[config.mk]
export PLATFORM = sky130hd
export DESIGN_NAME = gso_segment_coalescer_core
export DESIGN_NICKNAME = d
export VERILOG_FILES = /design/src/gsoc_pkg.sv /design/src/gsoc_step.sv /design/src/gso_segment_coalescer_core.sv
export SDC_FILE = /design/constraint.sdc
export NUM_CORES = 1
export LEC_CHECK = 0
export CAP_MARGIN = 0
export CORE_MARGIN = 3
export CORE_UTILIZATION = 35
export DETAILED_ROUTE_END_ITERATION = 16
export DONT_BUFFER_PORTS = 1
export SYNTH_ARGS = -nofsm -noshare
export SYNTH_HDL_FRONTEND = slang
export SYNTH_SLANG_ARGS = --single-unit
[constraint.sdc]
create_clock -name clock -period 8.27 [get_ports clock]
set_clock_uncertainty 0.15 [all_clocks]
set_input_delay 0.827 -clock clock [delete_from_list [all_inputs] [get_ports clock]]
set_output_delay 0.827 -clock clock [all_outputs]
set_load 0.03 [all_outputs]
[src/gsoc_pkg.sv]
package gsoc_pkg;

   localparam int unsigned MAX_BATCH  = 64;
   localparam int unsigned CSUM_BYTES = 2;
   localparam int unsigned CSR_INDEX_WIDTH = 3;
   localparam int unsigned CSR_DATA_WIDTH  = 16;

   localparam logic [CSR_INDEX_WIDTH-1:0] CSR_MAX_MESSAGE_BYTES    = 3'd0;
   localparam logic [CSR_INDEX_WIDTH-1:0] CSR_SEGMENTS_PER_MESSAGE = 3'd1;
   localparam logic [CSR_INDEX_WIDTH-1:0] CSR_MESSAGES_PER_BATCH   = 3'd2;
   localparam logic [CSR_INDEX_WIDTH-1:0] CSR_PARCEL_MODE          = 3'd3;
   localparam logic [CSR_INDEX_WIDTH-1:0] CSR_HEADER_BYTES         = 3'd4;

   localparam logic ACTION_SEGMENT = 1'b0;
   localparam logic ACTION_IDLE    = 1'b1;

   localparam logic [23:0] BYTES_MAX = 24'hFF_FFFF;

   typedef struct packed {
      logic        action;
      logic [15:0] segment_length;
   } req_type;

   typedef struct packed {
      logic [6:0]  message_index;
      logic        opens_message;
      logic [6:0]  segment_position;
      logic [31:0] control_word;
      logic        closes_message;
      logic        flush_batch;
      logic [23:0] batch_wire_bytes;
   } rsp_type;

   typedef struct packed {
      logic [15:0] max_message_bytes;
      logic [6:0]  segments_per_message;
      logic [6:0]  messages_per_batch;
      logic        parcel_mode;
      logic [7:0]  header_bytes;
   } cfg_type;

   typedef struct packed {
      logic [15:0] first_length;
      logic [6:0]  open_segments;
      logic [16:0] message_bytes;
      logic [6:0]  batch_messages;
      logic [23:0] batch_bytes;
   } state_type;

endpackage

[src/gsoc_step.sv]
module gsoc_step (
   input  gsoc_pkg::cfg_type   cfg,
   input  gsoc_pkg::state_type state_cur,
   input  gsoc_pkg::req_type   req,
   output gsoc_pkg::rsp_type   rsp,
   output gsoc_pkg::state_type state_nxt
);

   logic [1:0]  csum;
   logic [6:0]  seg_limit;
   logic [6:0]  batch_limit;
   logic [16:0] seg_cost;
   logic [16:0] open_cost;
   logic [17:0] msg_try;
   logic        start;
   logic [16:0] add_bytes;
   logic [24:0] bb_sum;
   logic [23:0] bb_sat;
   logic [6:0]  new_open;
   logic [6:0]  new_bm;
   logic [15:0] first_new;
   logic        closes;
   logic        flush;

   always_comb begin
      csum      = cfg.parcel_mode ? 2'(gsoc_pkg::CSUM_BYTES) : 2'd0;
      seg_limit = (cfg.segments_per_message == 7'd0) ? 7'd1 : cfg.segments_per_message;
      if (cfg.messages_per_batch == 7'd0) begin
         batch_limit = 7'd1;
      end else if (cfg.messages_per_batch > 7'(gsoc_pkg::MAX_BATCH)) begin
         batch_limit = 7'(gsoc_pkg::MAX_BATCH);
      end else begin
         batch_limit = cfg.messages_per_batch;
      end

      seg_cost  = 17'(req.segment_length) + 17'(csum);
      open_cost = seg_cost + 17'(cfg.header_bytes);
      msg_try   = 18'(state_cur.message_bytes) + 18'(seg_cost);
      start     = (state_cur.open_segments == 7'd0)
                  || (req.segment_length > state_cur.first_length)
                  || (seg_limit <= 7'd1)
                  || (msg_try > 18'(cfg.max_message_bytes));

      add_bytes = start ? open_cost : seg_cost;
      bb_sum    = 25'(state_cur.batch_bytes) + 25'(add_bytes);
      bb_sat    = bb_sum[24] ? gsoc_pkg::BYTES_MAX : bb_sum[23:0];
      new_open  = start ? 7'd1 : state_cur.open_segments + 7'd1;
      new_bm    = start ? state_cur.batch_messages + 7'd1 : state_cur.batch_messages;
      first_new = start ? req.segment_length : state_cur.first_length;
      closes    = start ? (seg_limit <= 7'd1)
                        : ((req.segment_length < state_cur.first_length)
                           || (new_open >= seg_limit));
      flush     = (closes && (new_bm >= batch_limit))
                  || (new_bm >= 7'(gsoc_pkg::MAX_BATCH));

      rsp       = '0;
      state_nxt = state_cur;

      if (req.action == gsoc_pkg::ACTION_IDLE) begin
         if (state_cur.batch_messages != 7'd0) begin
            rsp.flush_batch      = 1'b1;
            rsp.batch_wire_bytes = state_cur.batch_bytes;
            state_nxt            = '0;
         end
      end else if (req.segment_length != 16'd0) begin
         rsp.message_index    = start ? state_cur.batch_messages
                                      : state_cur.batch_messages - 7'd1;
         rsp.opens_message    = start;
         rsp.segment_position = new_open;
         rsp.control_word     = cfg.parcel_mode ? {9'd0, new_open, first_new}
                                                : {16'd0, first_new};
         rsp.closes_message   = closes;
         if (flush) begin
            rsp.flush_batch      = 1'b1;
            rsp.batch_wire_bytes = bb_sat;
            state_nxt            = '0;
         end else begin
            state_nxt.first_length   = first_new;
            state_nxt.open_segments  = closes ? 7'd0 : new_open;
            state_nxt.message_bytes  = start ? open_cost : msg_try[16:0];
            state_nxt.batch_messages = new_bm;
            state_nxt.batch_bytes    = bb_sat;
         end
      end
   end

endmodule

[src/gso_segment_coalescer_core.sv]
// The input register passes its word to the result register when that is free.
// One word per cycle unless stalled; the input register refills while the result waits.
// A stalled result register holds its word and stalls the input only when both are full.
// Reset is synchronous and active high: it clears all counters and both valid flags,
// and returns every configuration register to its default value.
module gso_segment_coalescer_core (
   input  logic                                   clock,
   input  logic                                   reset,
   input  logic                                   req_valid,
   output logic                                   req_stall,
   input  gsoc_pkg::req_type                      req_word,
   output logic                                   rsp_valid,
   input  logic                                   rsp_stall,
   output gsoc_pkg::rsp_type                      rsp_word,
   input  logic                                   csr_write_en,
   input  logic [gsoc_pkg::CSR_INDEX_WIDTH-1:0]   csr_index,
   input  logic [gsoc_pkg::CSR_DATA_WIDTH-1:0]    csr_wdata
);

   gsoc_pkg::cfg_type   cfg_ff, cfg_in;
   gsoc_pkg::state_type state_ff, state_in;
   gsoc_pkg::req_type   in_word_ff;
   gsoc_pkg::rsp_type   rsp_word_ff, rsp_word_in;
   logic                in_valid_ff, in_valid_in;
   logic                rsp_valid_ff, rsp_valid_in;
   logic                out_free;
   logic                load_out;
   logic                req_take;
   gsoc_pkg::rsp_type   step_rsp;
   gsoc_pkg::state_type step_state;

   gsoc_step u_step (
      .cfg       (cfg_ff),
      .state_cur (state_ff),
      .req       (in_word_ff),
      .rsp       (step_rsp),
      .state_nxt (step_state)
   );

   always_comb begin
      out_free     = !rsp_valid_ff || !rsp_stall;
      load_out     = in_valid_ff && out_free;
      req_stall    = in_valid_ff && !out_free;
      req_take     = req_valid && !req_stall;
      in_valid_in  = req_take || (in_valid_ff && !out_free);
      rsp_valid_in = load_out || (rsp_valid_ff && rsp_stall);
      rsp_word_in  = load_out ? step_rsp : rsp_word_ff;
      state_in     = load_out ? step_state : state_ff;

      cfg_in = cfg_ff;
      if (csr_write_en) begin
         case (csr_index)
            gsoc_pkg::CSR_MAX_MESSAGE_BYTES: begin
               cfg_in.max_message_bytes = csr_wdata;
            end
            gsoc_pkg::CSR_SEGMENTS_PER_MESSAGE: begin
               cfg_in.segments_per_message = csr_wdata[6:0];
            end
            gsoc_pkg::CSR_MESSAGES_PER_BATCH: begin
               cfg_in.messages_per_batch = csr_wdata[6:0];
            end
            gsoc_pkg::CSR_PARCEL_MODE: begin
               cfg_in.parcel_mode = csr_wdata[0];
            end
            gsoc_pkg::CSR_HEADER_BYTES: begin
               cfg_in.header_bytes = csr_wdata[7:0];
            end
            default: begin
               cfg_in = cfg_ff;
            end
         endcase
      end
   end

   always_ff @(posedge clock) begin
      if (reset) begin
         cfg_ff.max_message_bytes    <= 16'd65535;
         cfg_ff.segments_per_message <= 7'd64;
         cfg_ff.messages_per_batch   <= 7'd16;
         cfg_ff.parcel_mode          <= 1'b1;
         cfg_ff.header_bytes         <= 8'd28;
         state_ff                    <= '0;
         in_valid_ff                 <= 1'b0;
         rsp_valid_ff                <= 1'b0;
      end else begin
         cfg_ff       <= cfg_in;
         state_ff     <= state_in;
         in_valid_ff  <= in_valid_in;
         rsp_valid_ff <= rsp_valid_in;
      end
   end

   always_ff @(posedge clock) begin
      if (req_take) begin
         in_word_ff <= req_word;
      end
      rsp_word_ff <= rsp_word_in;
   end

   assign rsp_valid = rsp_valid_ff;
   assign rsp_word  = rsp_word_ff;

   a_flush_clears: assert property (@(posedge clock) disable iff (reset)
      (load_out && step_rsp.flush_batch)
      |=> (state_ff.batch_messages == 7'd0 && state_ff.open_segments == 7'd0
           && state_ff.batch_bytes == 24'd0))
      else $error("flush did not clear the batch counters");

   a_wire_only_on_flush: assert property (@(posedge clock) disable iff (reset)
      (rsp_valid_ff && !rsp_word_ff.flush_batch) |-> (rsp_word_ff.batch_wire_bytes == 24'd0))
      else $error("wire bytes reported without a flush");

   a_open_needs_batch: assert property (@(posedge clock) disable iff (reset)
      (state_ff.open_segments != 7'd0) |-> (state_ff.batch_messages != 7'd0))
      else $error("open message with an empty batch");

   a_batch_bound: assert property (@(posedge clock) disable iff (reset)
      state_ff.batch_messages < 7'(gsoc_pkg::MAX_BATCH))
      else $error("batch message count reached its limit without a flush");

endmodule
Word-level counts from Yosys, hierarchy flattened
Index checks and enable logic that the tools add are counted.

RAM bits: 0. Memory bits (read-only): 0. Memories kept: 0. Word-level logic and storage cells: 97. Latch bits: 0. Register bits after elaboration: 193.

Reduce and logical (&&, ||, !) cells: 32. Bitwise operators: 2. Add/subtract/negate cells: 7. $lt $le $gt $ge: 8. Divide/modulo/power cells: 0. $mul: 0. Equal/unequal tests: 5. Shift operators: 0. Mux-type cells: 21.

Operators by type and width (number): $mux W71 (4); $mux W25 (4); $mux W7 (7); $mux W17 (2); $add A24 B17 Y25 (1); $mux W24 (1); $logic_not A7 Y1 (3); $add A17 B17 Y18 (1); $gt A18 B16 Y1 (1); $add A16 B2 Y17 (1); $add A17 B8 Y17 (1); $gt A16 B16 Y1 (1); $lt A16 B16 Y1 (1); $mux W16 (1); $reduce_bool A16 Y1 (1); $add A7 B1 Y7 const B (2); $ge A7 B7 Y1 (2); $reduce_and A2 Y1 (5); $logic_or A1 B1 Y1 (8); $ge A7 B7 Y1 const B (1); $gt A7 B7 Y1 const B (1); $le A7 B1 Y1 const B (1); $reduce_bool A7 Y1 (1); $sub A7 B1 Y7 const B (1); other kinds (14) (23).

Longest topological paths before layout
Depth in word-level cells: 14. Gate-level depth with buffers: 37. Mapped depth without buffers: 33.

By module
From an unflattened synthesis, not the netlist that was laid out.

Cells, all modules: 1521. Area total of the unflattened synthesis: 13805.7 µm².

Modules (own cells, without submodules): gso_segment_coalescer_core (sequential area each 4944.7 µm², cells each 568, area an instance 7588.5 µm², instances 1); gsoc_step (sequential area each 0.0 µm², cells each 953, area an instance 6217.2 µm², instances 1).

Worst setup path after synthesis
OpenSTA, ideal clock, no wires.

Kind: flip-flop to flip-flop. Start: reg in_word_ff[2] (netlist bit). End: reg rsp_word_ff (netlist bit rsp_word[19]) (data pin). Cell stages (with the launch flop): 33. Data required time: 7.859 ns. Path slack: 0.633 ns. Path buffers: 4. Arrival: 7.227 ns. Cell sequence: edfxtp_1 > clkbuf_1 > nand4_1 > nor3_2 > xor2_1 > ha_1 > nand4_1 > a21oi_1 > o21a_1 > or2_2 > a21o_1 > a21oi_1 > xnor2_1 > ha_1 > and4b_1 > a211oi_1 > o2111ai_2 > or2_2 > clkbuf_1 > buf_1 > clkbuf_1 > nand2_1 > nand2_1 > ha_1 > or3_1 > nor2_1 > o21a_1 > nor3_1 > a31o_2 > a221oi_1 > nand3b_1 > o21ai_0 > a221o_1.

RTL lines: start: declaration (line gso_segment_coalescer_core.sv:22) `gsoc_pkg::req_type in_word_ff;`; start signal: assignment (line gso_segment_coalescer_core.sv:95) `in_word_ff <= req_word;`; end signal: assignment (line gso_segment_coalescer_core.sv:97) `rsp_word_ff <= rsp_word_in;`; end: declaration (line gso_segment_coalescer_core.sv:23) `gsoc_pkg::rsp_type rsp_word_ff, rsp_word_in;`.

==> results_dict.tcl <==
set metrics [dict create \
    status "finished clean" \
    antenna_found_initial 0 \
    synthArstFlopShare_pct 0 \
    yosys.area_share.simple_pct 16.8 \
    cp_slowest_cell "edfxtp_1" \
    drt_wl_total_mm 31.8 \
    ys_top_cells_by_area "edfxtp_1 21%, dfxtp_1 19%, ha_1 10%" \
    gp_congestion 0.900 \
    seq_area_frac_synth_pct 40.0 \
    max_stage_delay_ps 480 \
    via_per_inst 5.34 \
    layout.cells.non_filler 1736 \
    period_share_pct 94.9 \
    routedWlPerCell_um 18.3 \
    setup_viol 0 \
    syn-cell-area_um2 11700 \
    synth_flop_cell "dfxtp_1" \
    dieArea_um2 35600 \
    antenna_left 0 \
    whs_path_depth 1 \
    worst_pin_slew_ps 1010 \
    cp-end-kind "flop" \
    post-route-util_pct 39.1 \
    port_buffers 0 \
    p_leak_nw 5.21 \
    area_growth_pct 9.48 \
    min_path_type "in2reg" \
    criticalPathCategory "reg2reg" \
    synth_compound_area_share_pct 18.6 \
    cp_common_cell "ha_1" \
    die_x_um 189 \
    slew_headroom_pct 32.7 \
    dp_hpwl_mm 24.0 \
    groute.usage.overall_pct 17.9 \
    first_global_vias 8872 \
    fmaxAchievable_mhz 127 \
    total_power_mw 2.14 \
    grt_start_max_net_pins 66 \
    top_usage_layer "met2" \
    r2r_cells 28 \
    initial_core_util_pct 35.7 \
    yosys_register_bits 193 \
    cts-buffers-inserted 17 \
    cts_tree "built" \
    drt_pass1_iterations 5 \
    tns_ps 0 \
    cts_sinks 193 \
    syn_area_per_cell_um2 9.03 \
    finalMaxSlewViolations 0 \
    synth_top_family_by_area "compound AO/OA/AOI/OAI gates" \
    maxCapViolCount 0 \
    place_inst 1702 \
    use_met1_pct 23.9 \
    cp_data_required_time_ps 8300 \
    die_h_um 189 \
    path_max_fanout 34 \
    final_area_um2 12800 \
    layout.nets 1422 \
    yosysMostFrequentCell "nand2_1" \
    drive_gt1_share_pct 7.73 \
    synth_top_area_cell "edfxtp_1" \
    htree_levels 4 \
    clk-insertion-delay-late_ps 450 \
    vias 9272 \
    clk_pin_slew_worst_paths_ps 80 \
    synthAdderAreaFrac_pct 11.1 \
    rows 66 \
    cts_root_buf "clkbuf_16" \
    clockBufferDepth 2 \
    dpl-instance-area_um2 12200 \
    synth_commonest_cells "180 x nand2_1, 112 x dfxtp_1, 109 x nor2_1" \
    grtUsageMet2_pct 29.0 \
    grt_pass1_wl_mm 50.7 \
    power_density_nw_per_um2 168 \
    grt-ovfl-total 0 \
    drc_errors 0 \
    worstPathArrival_ps 7870 \
    synth_cell_types 77 \
    core_um2 32700 \
    startpoint_type "flop" \
    drtIter0Drc 789 \
    muxShareOfSynthArea_pct 1.90 \
    finalCriticalPeriod_ps 7840 \
    antenna_cells 0 \
    yosysTopAreaCellShare_pct 20.8 \
    peakVddDrop_v 0.000148 \
    synthCells 1293 \
    synth_edf_count 81 \
    yosys_warnings 0 \
    gr-usage-met3_pct 3.26 \
    num_io_pins 116 \
    synth-xor-area-share_pct 5.86 \
    hold_viol 0 \
]
power breakdown:
group | total (mW) | internal [mW] | switching (mW)
Sequential | 1.07 | 1.02 | 0.0490
Combinational | 0.308 | 0.115 | 0.193
Clock | 0.764 | 0.386 | 0.378
timing repair:
action,in CTS,in global routing
setup buffers,0,2
setup endpoints to repair,0,67
resized for setup,0,14
hold buffers,0,0
cells by family after synthesis:
kind of cell | count (synthesis)
xor gates and xnor gates | 76
buffers and inverters | 159
muxes | 22
adders and majority gates | 102
AOI/OAI and AO/OA | 311
and+or+nand+nor | 429
DFF | 193
other | 1
cell type report:
cell class	instances	area, µm²
inverters	87	329
fillers	3350	19900
clock inverters	12	85.1
multi-input cells	949	6440
flip-flops and latches	193	4670
well taps	442	553
repair buffers	33	264
clock buffers	20	437
metrics by stage:
step	worst slack (ps)	hold slack [ps]
3_3_place_gp	346	290
5_1_grt	-58.1	276
3_5_place_dp	262	299
4_1_cts	231	276
6_report	425	303
2_1_floorplan	633	282
sequential cells by signal (all words and copies together), names as in the netlist:
signal	count
cfg_ff	39
in_valid_ff	1
in_word_ff	17
rsp_valid	1
rsp_word	64
state_ff	71
path summary, 6_finish.rpt:
kind / start / to / slack, ps
max reg2reg: in_word_ff[1] / rsp_word[11] / 430
max: in_word_ff[1] / rsp_word[11] / 430
min reg2reg: state_ff[45] / state_ff[45] / 320
min: reset / cfg_ff[19] / 300
routing by layer:
metal / routed length, µm / share of wire (%)
met1: 14400 / 45
met2: 15200 / 48
met3: 1470 / 4.6
met4: 798 / 2.5
met5: 0 / 0
critical path, delay by kind of cell (launching register included):
family	cells	cell delay, ps
DFF	1	480
and+or+nand+nor	7	1510
buffers and inverters	1	270
AOI/OAI and AO/OA	14	3280
adders and majority gates	4	1280
xor gates and xnor gates	2	570
cells in the final DEF, fill, tap and decap left out, drive strengths merged, types with 8 or more instances in the layout:
| master | Yosys | layout |
|---|---|---|
| a21o | 18 | 18 |
| dfxtp | 112 | 112 |
| conb | 1 | 9 |
| or3 | 8 | 8 |
| buf | 23 | 33 |
| edfxtp | 81 | 81 |
| a22o | 36 | 36 |
| inv | 87 | 90 |
| ha | 97 | 97 |
| nor4 | 12 | 12 |
| nand2 | 180 | 180 |
| nor3 | 15 | 15 |
| a211oi | 17 | 17 |
| a21oi | 67 | 67 |
| o21a | 12 | 12 |
| mux2i | 21 | 21 |
| a211o | 17 | 17 |
| nor2b | 11 | 11 |
| clkbuf | 49 | 20 |
| nand2b | 12 | 12 |
| nand4 | 21 | 21 |
| xor2 | 25 | 25 |
| nand3 | 30 | 30 |
| xnor2 | 51 | 51 |
| nor2 | 109 | 109 |
| o21ai | 77 | 77 |
No activity file was read; power rests on OpenSTA's default activity.
